$ cat config.mk
export PLATFORM = sky130hd
export DESIGN_NAME = ignition_advance_delay
export DESIGN_NICKNAME = d
export VERILOG_FILES = /design/src/iad_pkg.sv /design/src/ignition_advance_delay.sv /design/src/iad_front.sv /design/src/iad_queue.sv /design/src/iad_back.sv
export SDC_FILE = /design/constraint.sdc
export NUM_CORES = 2
export LEC_CHECK = 0
export ABC_AREA = 1
export BUFFER_PORTS_ARGS = -buffer_cell sky130_fd_sc_hd__buf_2
export CAP_MARGIN = 40
export CELL_PAD_IN_SITES_DETAIL_PLACEMENT = 0
export CELL_PAD_IN_SITES_GLOBAL_PLACEMENT = 1
export CORE_AREA = 5 5 395 397
export CTS_BUF_LIST = sky130_fd_sc_hd__clkbuf_8 sky130_fd_sc_hd__clkbuf_16
export DETAILED_ROUTE_END_ITERATION = 12
export DIE_AREA = 0 0 400 402
export PLACE_DENSITY_LB_ADDON = 0.1
export REMOVE_ABC_BUFFERS = 1
export SETUP_SLACK_MARGIN = 0.15
export SYNTH_ARGS = -nofsm -noshare
export SYNTH_HDL_FRONTEND = slang
export SYNTH_SLANG_ARGS = --single-unit
$ cat constraint.sdc
create_clock -name aclk -period 17.7 [get_ports aclk]
set_input_delay 2.655 -clock aclk [delete_from_list [all_inputs] [get_ports aclk]]
set_output_delay 2.655 -clock aclk [all_outputs]
set_load 0.02 [all_outputs]
$ cat src/iad_pkg.sv
// shared types and constants for the ignition advance delay block
`timescale 1ns / 1ps

package iad_pkg;

    localparam int MAX_SEGMENTS_DEF = 16;

    localparam int IDX_W    = 4;
    localparam int PERIOD_W = 24;
    localparam int COEF_W   = 24;
    localparam int RATIO_W  = 16;
    localparam int DELAY_W  = 24;
    localparam int CFG_IDX_W  = 2;
    localparam int CFG_DATA_W = 24;

    // scan counter must reach one past the last 4-bit segment index
    localparam int CNT_W = IDX_W + 1;

    localparam int QUEUE_DEPTH = 2;

    // signed 25x25 product, plus headroom for the offset add
    localparam int MUL_W  = PERIOD_W + 1;
    localparam int PROD_W = 2 * MUL_W;
    localparam int FRAC_W = 20;
    localparam int RATIO_FRAC_W = 16;

    localparam logic OP_COMPUTE = 1'b0;
    localparam logic OP_LOAD    = 1'b1;

    localparam logic [CFG_IDX_W-1:0] CFG_SEG_COUNT    = 2'd0;
    localparam logic [CFG_IDX_W-1:0] CFG_FLOOR_PERIOD = 2'd1;
    localparam logic [CFG_IDX_W-1:0] CFG_FLOOR_RATIO  = 2'd2;

    localparam logic [PERIOD_W-1:0] FLOOR_PERIOD_RST = 24'd60000;

    typedef struct packed {
        logic                       is_load;
        logic [IDX_W-1:0]           index;
        logic [PERIOD_W-1:0]        period;
        logic [PERIOD_W-1:0]        threshold;
        logic signed [COEF_W-1:0]   slope;
        logic signed [COEF_W-1:0]   offset;
    } cmd_t;

    typedef struct packed {
        logic [IDX_W-1:0]    seg_count;
        logic [PERIOD_W-1:0] floor_period;
        logic [RATIO_W-1:0]  floor_ratio;
    } cfg_t;

endpackage

$ cat src/ignition_advance_delay.sv
// Piecewise linear ignition advance curve: spark delay from engine period.
//
// Input channel (s_valid/s_ready): a load item writes one curve segment
// (threshold, slope Q3.20, offset) at segment_index; a compute item carries
// period_us and yields one result on the m_ channel (delay_us, over_limit).
// Segments are scanned one per cycle from entry 1 up to segment_count; the
// first with threshold <= period is used. Above floor_period the delay is
// period * floor_ratio; with no matching segment delay is 0, over_limit 1.
// The user must write configuration (cfg_we/cfg_index/cfg_data) only while
// the block idles; the block itself does not enforce this.
//
// Flow: a compute passes the front holding register and the queue; the back
// end then reads the single-port segment memory one entry per cycle until a
// match or the last entry, enters its finish state, loads the result register
// and only then takes a new command. Loads retire one per cycle when it idles.
// A two-entry queue lets input transfers continue while the back end works;
// when m_ready is low the result is held and the queue and input stall behind.
// Reset clears configuration to its defaults and empties queue and result;
// the segment table holds nothing until loaded.
`timescale 1ns / 1ps

module ignition_advance_delay import iad_pkg::*; #(
    parameter int MAX_SEGMENTS = MAX_SEGMENTS_DEF
) (
    input  logic                     aclk,
    input  logic                     aresetn,
    input  logic                     cfg_we,
    input  logic [CFG_IDX_W-1:0]     cfg_index,
    input  logic [CFG_DATA_W-1:0]    cfg_data,
    input  logic                     s_valid,
    output logic                     s_ready,
    input  logic                     s_operation,
    input  logic [IDX_W-1:0]         s_segment_index,
    input  logic [PERIOD_W-1:0]      s_period_us,
    input  logic [PERIOD_W-1:0]      s_seg_threshold,
    input  logic signed [COEF_W-1:0] s_seg_slope,
    input  logic signed [COEF_W-1:0] s_seg_offset,
    output logic                     m_valid,
    input  logic                     m_ready,
    output logic [DELAY_W-1:0]       m_delay_us,
    output logic                     m_over_limit
);

    cfg_t cfg_reg;
    logic push_valid;
    logic push_ready;
    cmd_t push_cmd;
    logic pop_valid;
    logic pop_ready;
    cmd_t pop_cmd;

    always_ff @(posedge aclk) begin
        if (!aresetn) begin
            cfg_reg.seg_count    <= '0;
            cfg_reg.floor_period <= FLOOR_PERIOD_RST;
            cfg_reg.floor_ratio  <= '0;
        end else if (cfg_we) begin
            case (cfg_index)
                CFG_SEG_COUNT:    cfg_reg.seg_count    <= cfg_data[IDX_W-1:0];
                CFG_FLOOR_PERIOD: cfg_reg.floor_period <= cfg_data[PERIOD_W-1:0];
                CFG_FLOOR_RATIO:  cfg_reg.floor_ratio  <= cfg_data[RATIO_W-1:0];
                default: begin
                end
            endcase
        end
    end

    iad_front #(
        .MAX_SEGMENTS(MAX_SEGMENTS)
    ) u_front (
        .aclk            (aclk),
        .aresetn         (aresetn),
        .s_valid         (s_valid),
        .s_ready         (s_ready),
        .s_operation     (s_operation),
        .s_segment_index (s_segment_index),
        .s_period_us     (s_period_us),
        .s_seg_threshold (s_seg_threshold),
        .s_seg_slope     (s_seg_slope),
        .s_seg_offset    (s_seg_offset),
        .push_valid      (push_valid),
        .push_cmd        (push_cmd),
        .push_ready      (push_ready)
    );

    iad_queue u_queue (
        .aclk       (aclk),
        .aresetn    (aresetn),
        .push_valid (push_valid),
        .push_ready (push_ready),
        .push_cmd   (push_cmd),
        .pop_valid  (pop_valid),
        .pop_ready  (pop_ready),
        .pop_cmd    (pop_cmd)
    );

    iad_back #(
        .MAX_SEGMENTS(MAX_SEGMENTS)
    ) u_back (
        .aclk         (aclk),
        .aresetn      (aresetn),
        .cfg          (cfg_reg),
        .pop_valid    (pop_valid),
        .pop_ready    (pop_ready),
        .pop_cmd      (pop_cmd),
        .m_valid      (m_valid),
        .m_ready      (m_ready),
        .m_delay_us   (m_delay_us),
        .m_over_limit (m_over_limit)
    );

endmodule

$ cat src/iad_front.sv
// input stage: takes items, drops out-of-range loads, hands commands to the queue
`timescale 1ns / 1ps

module iad_front import iad_pkg::*; #(
    parameter int MAX_SEGMENTS = MAX_SEGMENTS_DEF
) (
    input  logic                     aclk,
    input  logic                     aresetn,
    input  logic                     s_valid,
    output logic                     s_ready,
    input  logic                     s_operation,
    input  logic [IDX_W-1:0]         s_segment_index,
    input  logic [PERIOD_W-1:0]      s_period_us,
    input  logic [PERIOD_W-1:0]      s_seg_threshold,
    input  logic signed [COEF_W-1:0] s_seg_slope,
    input  logic signed [COEF_W-1:0] s_seg_offset,
    output logic                     push_valid,
    output cmd_t                     push_cmd,
    input  logic                     push_ready
);

    logic hold_valid_reg;
    logic hold_valid_next;
    logic keep_reg;
    cmd_t hold_cmd_reg;
    logic leave;
    logic accept;
    logic keep_in;

    // loads beyond the table are consumed without reaching the back end
    assign keep_in = (s_operation == OP_COMPUTE) || (int'(s_segment_index) < MAX_SEGMENTS);

    assign push_valid = hold_valid_reg && keep_reg;
    assign push_cmd   = hold_cmd_reg;
    assign leave      = hold_valid_reg && (!keep_reg || push_ready);
    assign s_ready    = !hold_valid_reg || leave;
    assign accept     = s_valid && s_ready;

    always_comb begin
        hold_valid_next = hold_valid_reg;
        if (accept) begin
            hold_valid_next = 1'b1;
        end else if (leave) begin
            hold_valid_next = 1'b0;
        end
    end

    always_ff @(posedge aclk) begin
        if (!aresetn) begin
            hold_valid_reg <= 1'b0;
        end else begin
            hold_valid_reg <= hold_valid_next;
        end
    end

    always_ff @(posedge aclk) begin
        if (accept) begin
            keep_reg               <= keep_in;
            hold_cmd_reg.is_load   <= (s_operation == OP_LOAD);
            hold_cmd_reg.index     <= s_segment_index;
            hold_cmd_reg.period    <= s_period_us;
            hold_cmd_reg.threshold <= s_seg_threshold;
            hold_cmd_reg.slope     <= s_seg_slope;
            hold_cmd_reg.offset    <= s_seg_offset;
        end
    end

endmodule

$ cat src/iad_queue.sv
// short command queue between the front and back ends
`timescale 1ns / 1ps

module iad_queue import iad_pkg::*; (
    input  logic aclk,
    input  logic aresetn,
    input  logic push_valid,
    output logic push_ready,
    input  cmd_t push_cmd,
    output logic pop_valid,
    input  logic pop_ready,
    output cmd_t pop_cmd
);

    localparam int PTR_W   = (QUEUE_DEPTH > 1) ? $clog2(QUEUE_DEPTH) : 1;
    localparam int Q_CNT_W = $clog2(QUEUE_DEPTH + 1);

    cmd_t                 slot_reg [QUEUE_DEPTH];
    logic [PTR_W-1:0]     wr_ptr_reg;
    logic [PTR_W-1:0]     wr_ptr_next;
    logic [PTR_W-1:0]     rd_ptr_reg;
    logic [PTR_W-1:0]     rd_ptr_next;
    logic [Q_CNT_W-1:0]   count_reg;
    logic [Q_CNT_W-1:0]   count_next;
    logic                 do_push;
    logic                 do_pop;

    assign push_ready = (count_reg != Q_CNT_W'(QUEUE_DEPTH));
    assign pop_valid  = (count_reg != '0);
    assign pop_cmd    = slot_reg[rd_ptr_reg];
    assign do_push    = push_valid && push_ready;
    assign do_pop     = pop_valid && pop_ready;

    always_comb begin
        wr_ptr_next = wr_ptr_reg;
        rd_ptr_next = rd_ptr_reg;
        count_next  = count_reg;
        if (do_push) begin
            wr_ptr_next = (wr_ptr_reg == PTR_W'(QUEUE_DEPTH - 1)) ? '0 : wr_ptr_reg + 1'b1;
        end
        if (do_pop) begin
            rd_ptr_next = (rd_ptr_reg == PTR_W'(QUEUE_DEPTH - 1)) ? '0 : rd_ptr_reg + 1'b1;
        end
        if (do_push && !do_pop) begin
            count_next = count_reg + 1'b1;
        end else if (do_pop && !do_push) begin
            count_next = count_reg - 1'b1;
        end
    end

    always_ff @(posedge aclk) begin
        if (!aresetn) begin
            wr_ptr_reg <= '0;
            rd_ptr_reg <= '0;
            count_reg  <= '0;
        end else begin
            wr_ptr_reg <= wr_ptr_next;
            rd_ptr_reg <= rd_ptr_next;
            count_reg  <= count_next;
        end
    end

    always_ff @(posedge aclk) begin
        if (do_push) begin
            slot_reg[wr_ptr_reg] <= push_cmd;
        end
    end

endmodule

$ cat src/iad_back.sv
// back end: segment memory, threshold scan, shared multiplier, clamp and result register
`timescale 1ns / 1ps

module iad_back import iad_pkg::*; #(
    parameter int MAX_SEGMENTS = MAX_SEGMENTS_DEF
) (
    input  logic                aclk,
    input  logic                aresetn,
    input  cfg_t                cfg,
    input  logic                pop_valid,
    output logic                pop_ready,
    input  cmd_t                pop_cmd,
    output logic                m_valid,
    input  logic                m_ready,
    output logic [DELAY_W-1:0]  m_delay_us,
    output logic                m_over_limit
);

    localparam int ADDR_W   = (MAX_SEGMENTS > 1) ? $clog2(MAX_SEGMENTS) : 1;
    localparam int IDX_MAX  = (1 << IDX_W) - 1;
    localparam int LAST_MAX = (MAX_SEGMENTS - 1 < IDX_MAX) ? MAX_SEGMENTS - 1 : IDX_MAX;
    localparam int SUM_HI   = DELAY_W + FRAC_W;
    localparam int FLR_HI   = DELAY_W + RATIO_FRAC_W;

    typedef enum logic [2:0] {
        ST_IDLE = 3'b001,
        ST_SCAN = 3'b010,
        ST_FIN  = 3'b100
    } state_t;

    typedef struct packed {
        logic [PERIOD_W-1:0]      threshold;
        logic signed [COEF_W-1:0] slope;
        logic signed [COEF_W-1:0] offset;
    } seg_t;

    seg_t                      seg_mem [MAX_SEGMENTS];
    seg_t                      rd_seg_reg;
    logic [ADDR_W-1:0]         rd_addr;
    logic [ADDR_W-1:0]         wr_addr;

    state_t                    state_reg;
    state_t                    state_next;
    logic [CNT_W-1:0]          scan_idx_reg;
    logic [CNT_W-1:0]          scan_idx_next;
    logic                      look_valid_reg;
    logic                      look_valid_next;
    logic [PERIOD_W-1:0]       period_reg;
    logic signed [PROD_W-1:0]  prod_reg;
    logic signed [COEF_W-1:0]  offset_reg;
    logic                      floor_sel_reg;
    logic                      red_reg;
    logic                      m_valid_reg;
    logic                      m_valid_next;
    logic [DELAY_W-1:0]        m_delay_reg;
    logic                      m_over_reg;

    logic [IDX_W-1:0]          last_idx;
    logic                      take;
    logic                      mem_we;
    logic                      start;
    logic                      issue_ok;
    logic                      match;
    logic                      use_floor;
    logic signed [MUL_W-1:0]   mul_a;
    logic signed [MUL_W-1:0]   mul_b;
    logic signed [PROD_W-1:0]  product;
    logic signed [PROD_W-1:0]  off_ext;
    logic signed [PROD_W-1:0]  sum;
    logic [DELAY_W-1:0]        seg_delay;
    logic [DELAY_W-1:0]        flr_delay;
    logic [DELAY_W-1:0]        res_delay;
    logic                      out_free;

    assign last_idx = (cfg.seg_count > IDX_W'(LAST_MAX)) ? IDX_W'(LAST_MAX) : cfg.seg_count;

    assign pop_ready = (state_reg == ST_IDLE);
    assign take      = pop_valid && pop_ready;
    assign mem_we    = take && pop_cmd.is_load;
    assign start     = take && !pop_cmd.is_load;
    assign wr_addr   = ADDR_W'(pop_cmd.index);

    // the first entry is read while the compute command is popped
    assign rd_addr   = (state_reg == ST_SCAN) ? ADDR_W'(scan_idx_reg) : ADDR_W'(1);
    assign issue_ok  = (scan_idx_reg <= {1'b0, last_idx});

    assign match     = look_valid_reg && (period_reg >= rd_seg_reg.threshold);
    assign use_floor = (period_reg > cfg.floor_period);

    assign mul_a   = signed'({1'b0, period_reg});
    assign mul_b   = use_floor ? signed'({{(MUL_W - RATIO_W){1'b0}}, cfg.floor_ratio})
                               : signed'({rd_seg_reg.slope[COEF_W-1], rd_seg_reg.slope});
    assign product = mul_a * mul_b;

    // offset in the same Q.20 scale as the segment product
    assign off_ext = signed'({{(PROD_W - COEF_W - FRAC_W){offset_reg[COEF_W-1]}},
                              offset_reg, {FRAC_W{1'b0}}});
    assign sum     = prod_reg + off_ext;

    always_comb begin
        if (sum[PROD_W-1]) begin
            seg_delay = '0;
        end else if (|sum[PROD_W-2:SUM_HI]) begin
            seg_delay = '1;
        end else begin
            seg_delay = sum[SUM_HI-1:FRAC_W];
        end
        // floor product is never negative
        if (|prod_reg[PROD_W-1:FLR_HI]) begin
            flr_delay = '1;
        end else begin
            flr_delay = prod_reg[FLR_HI-1:RATIO_FRAC_W];
        end
        if (red_reg) begin
            res_delay = '0;
        end else if (floor_sel_reg) begin
            res_delay = flr_delay;
        end else begin
            res_delay = seg_delay;
        end
    end

    assign out_free = !m_valid_reg || m_ready;

    always_comb begin
        state_next      = state_reg;
        scan_idx_next   = scan_idx_reg;
        look_valid_next = look_valid_reg;
        m_valid_next    = m_valid_reg;
        if (m_valid_reg && m_ready) begin
            m_valid_next = 1'b0;
        end
        unique case (state_reg)
            ST_IDLE: begin
                if (start) begin
                    state_next      = ST_SCAN;
                    scan_idx_next   = CNT_W'(2);
                    look_valid_next = (last_idx != '0);
                end
            end
            ST_SCAN: begin
                if (match || !look_valid_reg) begin
                    state_next = ST_FIN;
                end else begin
                    scan_idx_next   = scan_idx_reg + 1'b1;
                    look_valid_next = issue_ok;
                end
            end
            ST_FIN: begin
                if (out_free) begin
                    state_next   = ST_IDLE;
                    m_valid_next = 1'b1;
                end
            end
            default: begin
                state_next = ST_IDLE;
            end
        endcase
    end

    always_ff @(posedge aclk) begin
        if (!aresetn) begin
            state_reg      <= ST_IDLE;
            look_valid_reg <= 1'b0;
            m_valid_reg    <= 1'b0;
        end else begin
            state_reg      <= state_next;
            look_valid_reg <= look_valid_next;
            m_valid_reg    <= m_valid_next;
        end
    end

    always_ff @(posedge aclk) begin
        scan_idx_reg <= scan_idx_next;
        if (start) begin
            period_reg <= pop_cmd.period;
        end
        if (state_reg == ST_SCAN) begin
            if (match) begin
                prod_reg      <= product;
                offset_reg    <= rd_seg_reg.offset;
                floor_sel_reg <= use_floor;
                red_reg       <= 1'b0;
            end else if (!look_valid_reg) begin
                red_reg <= 1'b1;
            end
        end
        if (state_reg == ST_FIN && out_free) begin
            m_delay_reg <= res_delay;
            m_over_reg  <= red_reg;
        end
    end

    always_ff @(posedge aclk) begin
        if (mem_we) begin
            seg_mem[wr_addr] <= '{threshold: pop_cmd.threshold,
                                  slope:     pop_cmd.slope,
                                  offset:    pop_cmd.offset};
        end
        rd_seg_reg <= seg_mem[rd_addr];
    end

    assign m_valid      = m_valid_reg;
    assign m_delay_us   = m_delay_reg;
    assign m_over_limit = m_over_reg;

    // red line results always carry a zero delay
    a_red_zero: assert property (@(posedge aclk) disable iff (!aresetn)
        (m_valid_reg && m_over_reg) |-> (m_delay_reg == '0))
        else $error("over_limit result with nonzero delay");

    // a finished result waits in place while the output register is busy
    a_fin_hold: assert property (@(posedge aclk) disable iff (!aresetn)
        (state_reg == ST_FIN && !out_free) |=> (state_reg == ST_FIN && $stable(prod_reg)))
        else $error("pending result lost while output stalled");

    // a new result only appears out of the finish state
    a_out_src: assert property (@(posedge aclk) disable iff (!aresetn)
        $rose(m_valid_reg) |-> ($past(state_reg) == ST_FIN))
        else $error("result register loaded outside finish state");

    // no command is taken while a compute is still scanning
    a_pop_idle: assert property (@(posedge aclk) disable iff (!aresetn)
        (state_reg == ST_SCAN) |=> !$past(take))
        else $error("command popped during scan");

endmodule

==> summary by stage <==
CTS
Clock tree synthesis found a total of 1696 sinks. The number of gates resized after CTS is 0. The maximum level of the CTS H-tree is 4.

The hold-fix buffer count after cts is 0. The clock buffer count from CTS is 169. The cell sitting at the root of the clock tree is a sky130_fd_sc_hd__clkbuf_16. The number of buffers on the longest clock path is 3. The clock transition at the registers of the reported paths is ~0.06 ns. The number of buffers inserted by post-CTS setup repair is 0.

TritonCTS built the clock tree. For the worst-skew pair, the clock arrives at the later sink with an insertion delay of 0.83 ns.

Yosys
Sequential cells were found to cover between 50% and 60% of the synthesized design area. In this run, distinct cell masters in the synthesized netlist total 56. Synthesis produced around 6800 cells. The flip-flop and latch count after synthesis is 1696. For this run, the leading register cell type out of synthesis is sky130_fd_sc_hd__edfxtp_1. Each instance of the synthesized netlist takes up on average 12.64 um^2.

The post-synth design cell area is 85880 um^2. The share of async-settable or async-resettable flops after synthesis is 0%. The count of warnings emitted by yosys is 0. The number of synthesized flops with an enable pin is 1569.

Detailed routing
The final routed wirelength across all metal layers is 246.7 mm. After detailed routing, the met3 layer carries 21.38 mm of wire. The number of iterations in the first detailed-routing pass is 9. The routed length on met2 is 116.1 mm. In this run the remaining antenna-violating nets after routing total 0. The highest signal layer in the routed design is met5. The per-cell via count in the routed design is 6.064. The post-route met1 wirelength is 100.4 mm. After detailed routing, the average wire length per cell comes to around 27 um. After the first detailed-routing iteration, the DRC count stood at 6021. The DRC violations left is 0. The number of vias in the routed layout is about 55000.

Critical path
The largest driver fanout on the critical path is 25. On the critical path, the stage with the largest delay is an instance of sky130_fd_sc_hd__edfxtp_1. The kind of critical path is flip-flop to flip-flop.

The worst setup path is captured at a flip-flop. STA classifies the critical path startpoint as a flip-flop. The critical path arrival is 10.62 ns. The critical path contains buffers and inverters numbering 7 combined. The maximum single-stage delay on the critical path is between 0.8 and 0.9 ns. The cell family contributing the most delay on the critical path is adder cells. The worst path required time is roughly 18 ns. In this design, the critical path's most frequently occurring cell is sky130_fd_sc_hd__fa_1. For flop-to-flop paths, the worst setup slack is 7.58 ns.

STA
Setup violations remaining at the end of the flow were counted as 0. In the finished design, the share of the clock period the worst path needs comes to 57.15%. Across the routed clock network, the largest skew measured is 0.04874 ns. The minimum clock period after layout is 10.12 ns. The worst slew margin relative to its limit is 26.56%. Setup total negative slack on the finished layout was measured at 0 ns. Setup repair after global routing left no endpoint under its margin. Static timing analysis puts the maximum clock frequency at around 0.099 GHz. The transition time at the pin with the least slew margin is ~1.1 ns. The hold violation count in the final report is 0. The final max-slew violation count is 0.

Final layout
In the layout the commonest cells are sky130_fd_sc_hd__edfxtp_1 (1569), sky130_fd_sc_hd__inv_1 (874), sky130_fd_sc_hd__nand2_1 (633). The final design instance area without fill is about 95000 um^2. The number of standard cells in the layout, taps in and fillers out is 9074. The final net count is a little under 8000. Of the cells placed in the final design, the portion with a size suffix greater than 1 is about 10%. The filler cells instantiated in the layout total 11720. The register with the most flip-flops in the layout has ~1200 of them. The layout overhead on the synthesized area is 10.84%. Leaving out fill and tap cells, the most frequent cell in the layout is sky130_fd_sc_hd__edfxtp_1.

Place
The post-detailed-placement half-perimeter wirelength is 157.8 mm. In this run the tool buffered the top-level ports with roughly 160 buffer cells. Routability-driven placement finished with a final weighted congestion of 0.9800. The number of placed instances, taps included is between 8000 and 9000. The cell area after placement is 89570 um^2.

Status
The flow ran to the end, and the final reports show no timing, DRC or antenna violations.

GRT
The number of global-route vias before repair is 55360. The overall fraction of global-route tracks in use is 30.58%. Entering global routing, the biggest net connects 214 pins. After global routing the overflow that remains totals 0. The number of antenna violations at the first check in global routing is 16. The first global-routing pass estimated 363.1 mm of wire.

Floorplanning
The die footprint is 160800 um^2. The floorplan die height is 402 um. Once the floorplan was initialized, standard cells occupied 56.67% of the core. The floorplan core area is around 150000 um^2. The horizontal die dimension is 400 um. The standard-cell row count is 143. 159 I/O pins were placed.

Job
The number of max-capacitance violations reported is 0.

Min path
The kind of path behind the tightest hold check is flip-flop to flip-flop.
-- final cells by class --
type                       instances  area (um^2)  area share [%]
sequential                      1696        49660           52.17
clock buffer                     186         4497           4.724
clock inverter                   130         1121           1.178
tap                             2030         2540           2.668
multi-input combinational       3890        31770           33.37
timing repair buffer             301         2427           2.550
inverter                         837         3173           3.333
antenna                            4        10.01         0.01051
-- routing by layer --
layer / vias to the layer above / GRT usage, %
li1: 24170 / -
met1: 27650 / 42.92
met2: 2687 / 48.72
met3: 509 / 5.756
met4: 10 / 10.14
met5: - / 0
-- path summary, 6_finish.rpt --
kind | startpoint | to | cells after the start
setup / recovery | u_back.period_reg[19] | u_back.prod_reg[34] | 32
hold / removal | u_back.rd_seg_reg[21] | u_back.offset_reg[21] | 0
setup reg to reg | u_back.period_reg[19] | u_back.prod_reg[34] | 32
hold reg to reg | u_back.rd_seg_reg[21] | u_back.offset_reg[21] | 0
-- synth_stat cells (all sizes together), types with 34 or more instances --
library cell | count | area, um^2
nor3 | 300 | 1524
ha | 291 | 3641
dfxtp | 127 | 2542
nand4 | 34 | 212.7
o211ai | 47 | 357.8
clkbuf | 292 | 1097
buf | 79 | 400.4
edfxtp | 1569 | 47120
o22ai | 38 | 237.7
nand2 | 640 | 2417
inv | 830 | 3115
fa | 503 | 10070
o21ai | 428 | 2172
nand3 | 150 | 760.7
o221ai | 252 | 2207
xor2 | 36 | 315.3
mux2 | 96 | 1081
mux2i | 288 | 2883
nor2 | 455 | 1723
a21oi | 207 | 1062
-- metrics by stage --
step	hold WS [ns]	utilization, %	worst slack (ns)
floorplan	0.3855	-	3.055
global placement	0.3866	58.62	7.395
detailed placement	0.3887	59.10	7.769
CTS	0.4026	62.81	7.764
global route	0.4100	62.81	7.094
finish	0.4037	62.82	7.584
-- cells by family after synthesis --
logic type,count (synthesis),share of synthesized area (%)
multiplexers,384,4.615
adder cells (fa/ha/maj),794,15.96
AO/OA/AOI/OAI,1045,7.660
buffers and inverters,1208,5.402
flip-flops,1696,57.82
XOR/XNOR,58,0.5915
AND/OR/NAND/NOR,1609,7.948
Power is left out: the tool's default activity adds up to more than one toggle a clock period on the data nets, which glitch-free logic cannot reach.
